==> src/hdl/fhl_pkg.sv <==
package fhl_pkg;

    localparam int DATA_W  = 8;
    localparam int CFG_W   = 16;
    localparam int LEN_W   = 32;
    localparam int CNT_W   = 10;
    localparam int START_W = 9;
    localparam int STAT_W  = 2;
    localparam int CMP_W   = 33;
    localparam int OUT_W   = 56;

    localparam logic [DATA_W-1:0] CH_S   = 8'h53;
    localparam logic [DATA_W-1:0] CH_D   = 8'h44;
    localparam logic [DATA_W-1:0] CH_END = 8'hFF;

    localparam logic [CFG_W-1:0] MIN_HDR   = 16'd12;
    localparam logic [CFG_W-1:0] MIN_RESET = 16'd17;
    localparam logic [CFG_W-1:0] MAX_RESET = 16'd512;

    localparam int SCAN_START = 8;
    localparam int HDR_BACK   = 8;
    localparam int LEN_BACK   = 4;
    localparam int D_AHEAD    = 3;
    localparam int TAIL_KEEP  = 7;

    localparam logic REG_MIN_FRAME_LEN = 1'b0;
    localparam logic REG_MAX_FRAME_LEN = 1'b1;

    localparam logic [STAT_W-1:0] STAT_WAIT     = 2'd0;
    localparam logic [STAT_W-1:0] STAT_DISCARD  = 2'd1;
    localparam logic [STAT_W-1:0] STAT_FRAME    = 2'd2;
    localparam logic [STAT_W-1:0] STAT_OVERFLOW = 2'd3;

    typedef enum logic [2:0] {
        ST_LOAD,
        ST_SEARCH,
        ST_LEN_RD,
        ST_LEN_CAP,
        ST_CHECK,
        ST_CHK_D,
        ST_CHK_END,
        ST_EMIT
    } ctrl_state_t;

    typedef enum logic [2:0] {
        KIND_SHORT,
        KIND_OVF,
        KIND_NOMARK,
        KIND_BAD,
        KIND_INCOMPLETE,
        KIND_BADEND,
        KIND_FRAME
    } kind_t;

    typedef enum logic [1:0] {
        RD_SCAN,
        RD_LEN,
        RD_D,
        RD_END
    } rd_sel_t;

    typedef struct packed {
        logic    accept;
        logic    scan;
        logic    len_cap;
        logic    set_kind;
        kind_t   kind;
        rd_sel_t rd_sel;
        logic    emit;
    } dp_cmd_t;

    typedef struct packed {
        logic last_ovf;
        logic last_short;
        logic hit;
        logic exhausted;
        logic idx_last;
        logic bounds_bad;
        logic incomplete;
        logic d_ok;
        logic end_ok;
        logic out_busy;
    } dp_stat_t;

endpackage

==> src/hdl/fhl_ctrl.sv <==
module fhl_ctrl
    import fhl_pkg::*;
(
    input  logic     aclk,
    input  logic     aresetn,
    input  logic     s_tvalid,
    input  logic     s_tlast,
    output logic     s_tready,
    input  dp_stat_t stat,
    output dp_cmd_t  cmd
);

    ctrl_state_t state_reg, state_next;

    always_ff @(posedge aclk) begin
        if (!aresetn) begin
            state_reg <= ST_LOAD;
        end else begin
            state_reg <= state_next;
        end
    end

    always_comb begin
        state_next   = state_reg;
        s_tready     = 1'b0;
        cmd.accept   = 1'b0;
        cmd.scan     = 1'b0;
        cmd.len_cap  = 1'b0;
        cmd.set_kind = 1'b0;
        cmd.kind     = KIND_SHORT;
        cmd.rd_sel   = RD_SCAN;
        cmd.emit     = 1'b0;
        case (state_reg)
            ST_LOAD: begin
                s_tready   = 1'b1;
                cmd.accept = s_tvalid;
                if (s_tvalid && s_tlast) begin
                    if (stat.last_ovf) begin
                        cmd.set_kind = 1'b1;
                        cmd.kind     = KIND_OVF;
                        state_next   = ST_EMIT;
                    end else if (stat.last_short) begin
                        cmd.set_kind = 1'b1;
                        cmd.kind     = KIND_SHORT;
                        state_next   = ST_EMIT;
                    end else begin
                        state_next = ST_SEARCH;
                    end
                end
            end
            ST_SEARCH: begin
                cmd.scan   = 1'b1;
                cmd.rd_sel = RD_SCAN;
                if (stat.hit) begin
                    state_next = ST_LEN_RD;
                end else if (stat.exhausted) begin
                    cmd.set_kind = 1'b1;
                    cmd.kind     = KIND_NOMARK;
                    state_next   = ST_EMIT;
                end
            end
            ST_LEN_RD: begin
                cmd.rd_sel = RD_LEN;
                state_next = ST_LEN_CAP;
            end
            ST_LEN_CAP: begin
                cmd.len_cap = 1'b1;
                state_next  = stat.idx_last ? ST_CHECK : ST_LEN_RD;
            end
            ST_CHECK: begin
                cmd.rd_sel = RD_D;
                if (stat.bounds_bad) begin
                    cmd.set_kind = 1'b1;
                    cmd.kind     = KIND_BAD;
                    state_next   = ST_EMIT;
                end else if (stat.incomplete) begin
                    cmd.set_kind = 1'b1;
                    cmd.kind     = KIND_INCOMPLETE;
                    state_next   = ST_EMIT;
                end else begin
                    state_next = ST_CHK_D;
                end
            end
            ST_CHK_D: begin
                cmd.rd_sel = RD_END;
                if (!stat.d_ok) begin
                    cmd.set_kind = 1'b1;
                    cmd.kind     = KIND_BAD;
                    state_next   = ST_EMIT;
                end else begin
                    state_next = ST_CHK_END;
                end
            end
            ST_CHK_END: begin
                cmd.set_kind = 1'b1;
                cmd.kind     = stat.end_ok ? KIND_FRAME : KIND_BADEND;
                state_next   = ST_EMIT;
            end
            ST_EMIT: begin
                if (!stat.out_busy) begin
                    cmd.emit   = 1'b1;
                    state_next = ST_LOAD;
                end
            end
            default: begin
                state_next = ST_LOAD;
            end
        endcase
    end

endmodule

==> config.mk <==
export PLATFORM = sky130hd
export DESIGN_NAME = fhl_ctrl
export DESIGN_NICKNAME = d
export VERILOG_FILES = /design/src/hdl/fhl_pkg.sv /design/src/hdl/fhl_ctrl.sv
export SDC_FILE = /design/constraint.sdc
export NUM_CORES = 1
export LEC_CHECK = 0
export BUFFER_PORTS_ARGS = -buffer_cell sky130_fd_sc_hd__buf_2
export CAP_MARGIN = 30
export CORE_AREA = 2 2 39 41
export DETAILED_ROUTE_END_ITERATION = 6
export DIE_AREA = 0 0 41 43
export PLACE_DENSITY_LB_ADDON = 0.3
export SETUP_SLACK_MARGIN = 0.2
export SLEW_MARGIN = 20
export SYNTH_ARGS = -nofsm -noshare
export SYNTH_HDL_FRONTEND = slang
export SYNTH_SLANG_ARGS = --single-unit
==> constraint.sdc <==
create_clock -name aclk -period 1.5 [get_ports aclk]
set_input_delay 0.15 -clock aclk [delete_from_list [all_inputs] [get_ports aclk]]
set_output_delay 0.15 -clock aclk [all_outputs]
set_load 0.05 [all_outputs]
==> summary.txt <==
Worst hold path
  • Hold crit path type: in2reg
  • Hold_sp: aresetn

Die
  • Die Y-Extent: roughly 43 um
  • I/O pin cnt: 25
  • Starting Density: 28.8%
  • Rows: 14
  • DIE AREA: 1760 um^2
  • Core area: 1380 um^2
  • Chip width: 41 um

GRT
  • First-pass GRT wire length: about 1900 um
  • M1 GR Usage: 20.5%
  • Largest net degree at the start of global routing: 11
  • Number of global-route vias before repair: 473
  • GR peak layer: met2
  • Total gr overflow: 0
  • Total GRT Usage: around 17%
  • Initial antenna violation count: 0
  • Met3 usage: 4.71%
  • Global-route met2 utilization: 23.8%

Power and ir drop
  • Total power: 1800 uW
  • Logic pwr share: approximately 80%
  • Leak: 0.000386 uW
  • VDD IR max: 0.00124 V
  • Internal power: 893 uW
  • PD cells: 2110 nW/um^2
  • Switching power: 902 uW
  • Sw Ratio: between 50 and 60%
  • Sequential share of power: 10.5%
  • Clock Power Share: 8.1%

Synth
  • Avg Inst Size Synth: 6.54 um^2
  • Yosys reg bits: 3
  • Syn_nets: 75
  • Sequential-to-total area share from yosys stat: ~15%
  • Netlist cell types: 26
  • Synthesized area: 399 um^2
  • Yosys warning count: 0
  • Post-Synthesis Cells: 61

Clocking
  • CTS clk-pin slew, worst paths: 0.04 ns
  • H-tree levels: 1
  • Clock sink count: 3
  • CTS Buf Count: 3
  • Clock buffer depth: 2
  • Clock latency on the worst-skew pair: 0.24 ns
  • Root Driver: clkbuf_4
  • CTS tree: built

Final layout
  • Most common cell after layout, fill and taps aside: buf_2
  • Max reg flops: 3
  • Area grow syn2layout: 113%
  • Layout cells sized above 1: 65.0%
  • Ant. Diodes: 0
  • Most frequent cells in the layout: buf_2 (15), nand2_1 (10), buf_4 (9)
  • Final core utilization: 61.5%
  • Final nets: around 120

Route
  • Drt first-iter violations: 3
  • DRT Wirelength: 1330 um
  • DR vias: 563
  • DRC: 0
  • Final ANT Viol Nets: 0
  • Via density: between 4 and 5
  • DRT Pass-1 Iters: 3
  • WL/cell: 11.5 um

Timing
  • Fin. Hold Viols: 0
  • Minimum clock period: 1.51 ns
  • Worst hold slack: 0.137 ns
  • Slew HR: 83.3%
  • PnR worst setup slack: -0.00954 ns
  • Clock skew: 0.00507 ns
  • Max frequency: 0.662 GHz
  • RSZ-0062 raised after global routing: yes
  • Fin. max-slew vios: 0
  • Worst-margin pin slew: 0.251 ns
  • Setup violators final: 1
  • Final worst-path cycle share: 101%
  • TNS Setup: -0.00954 ns

Worst setup path
  • Critical Path End Type: output port
  • Critical path arrival: roughly 1.4 ns
  • Crit Path Class: reg2out
  • Launching point of the worst reg2reg path: state_reg[1]
  • CP Launch Type: flop
  • Critical path origin: state_reg[0]
  • Crit-path max FO: 6
  • Critical path required time: 1.35 ns

Run
  • MaxCap Viol Count: 0

Status
  • Failing checks: setup timing
  • Status: complete, but fails checks

Placed design
  • HPWL Detailed: 887 um
  • RePlAce Congestion: 0.802
  • Buffers added on ports: 24
==> critical path: stages, from the launching register on <==
cell and delay, ns:
dfxtp_4 0.36, nor3_4 0.26, and2_4 0.22, nand3_4 0.07, nand2_4 0.07, buf_8 0.14
==> through the flow <==
stage	cell area (um^2)	instances	setup slack [ns]
after floorplan	442	61	-0.228
after global placement	599	104	0.0995
after detailed placement	599	104	0.0806
after CTS	751	110	0.0286
after global routing	851	116	-0.0667
final	851	116	-0.00954
==> kinds of logic after synthesis <==
logic type	after synthesis	synth area share (%)
buffers and inverters	6	10.7
AOI/OAI and AO/OA	19	28.5
DFF	3	15.0
and+or+nand+nor	33	45.8
==> layer usage <==
metal  wire length, um  up-vias
met5                 0        -
met1               556      245
met4                39        0
li1                  -      290
met2               668       24
met3                69        4
==> timing repair <==
action	4_1_cts	5_1_grt
pin swaps	10	7
hold buffers	0	0
gates resized for setup	30	16
gates cloned	0	1
endpoints found under the setup margin	11	13
buffers inserted	2	5
==> worst paths after layout <==
path | cells after the start | slack [ns] | end
min reg2reg | 2 | 0.60 | state_reg[0]
max | 5 | -0.01 | cmd[3]
max reg2reg | 6 | 0.23 | state_reg[1]
min | 3 | 0.14 | state_reg[0]
==> power groups by stage <==
stage	clock [uW]	sequential, uW	combinational (uW)
detailed placement	0	166	1040
global route	155	196	1540
floorplan	0	145	848
CTS	150	186	1260
global placement	0	167	1040
finish	146	189	1460
==> synthesized netlist by cell type <==
cell | instances | area share, %
dfxtp_1 | 3 | 15
a32oi_1 | 1 | 2.2
nor2b_1 | 2 | 3.1
buf_6 | 2 | 5.6
and2b_4 | 1 | 2.5
nand2_1 | 11 | 10
and2_1 | 2 | 3.1
nor2_1 | 5 | 4.7
nand2b_1 | 3 | 4.7
inv_1 | 2 | 1.9
o211ai_1 | 2 | 3.8
o2111ai_1 | 1 | 2.2
a31oi_1 | 1 | 1.6
buf_2 | 1 | 1.3
buf_4 | 1 | 1.9
o21ai_0 | 2 | 2.5
nor3_1 | 1 | 1.3
nand3_1 | 4 | 5.0
nor3b_1 | 1 | 1.9
o21a_1 | 1 | 1.9
o31ai_1 | 1 | 1.9
nor3_4 | 1 | 4.1
a21oi_1 | 5 | 6.3
o21ai_1 | 5 | 6.3
nor3b_2 | 1 | 3.1
nand3b_1 | 1 | 1.9
==> layout make-up <==
| class | count | area [um^2] |
|---|---|---|
| clock buffer | 4 | 26.3 |
| inverter | 2 | 7.51 |
| timing repair buffer | 39 | 335 |
| fill | 121 | 533 |
| tap | 16 | 20.0 |
| sequential | 3 | 68.8 |
| multi-input combinational | 52 | 393 |
(Power assumes the default switching activity.)
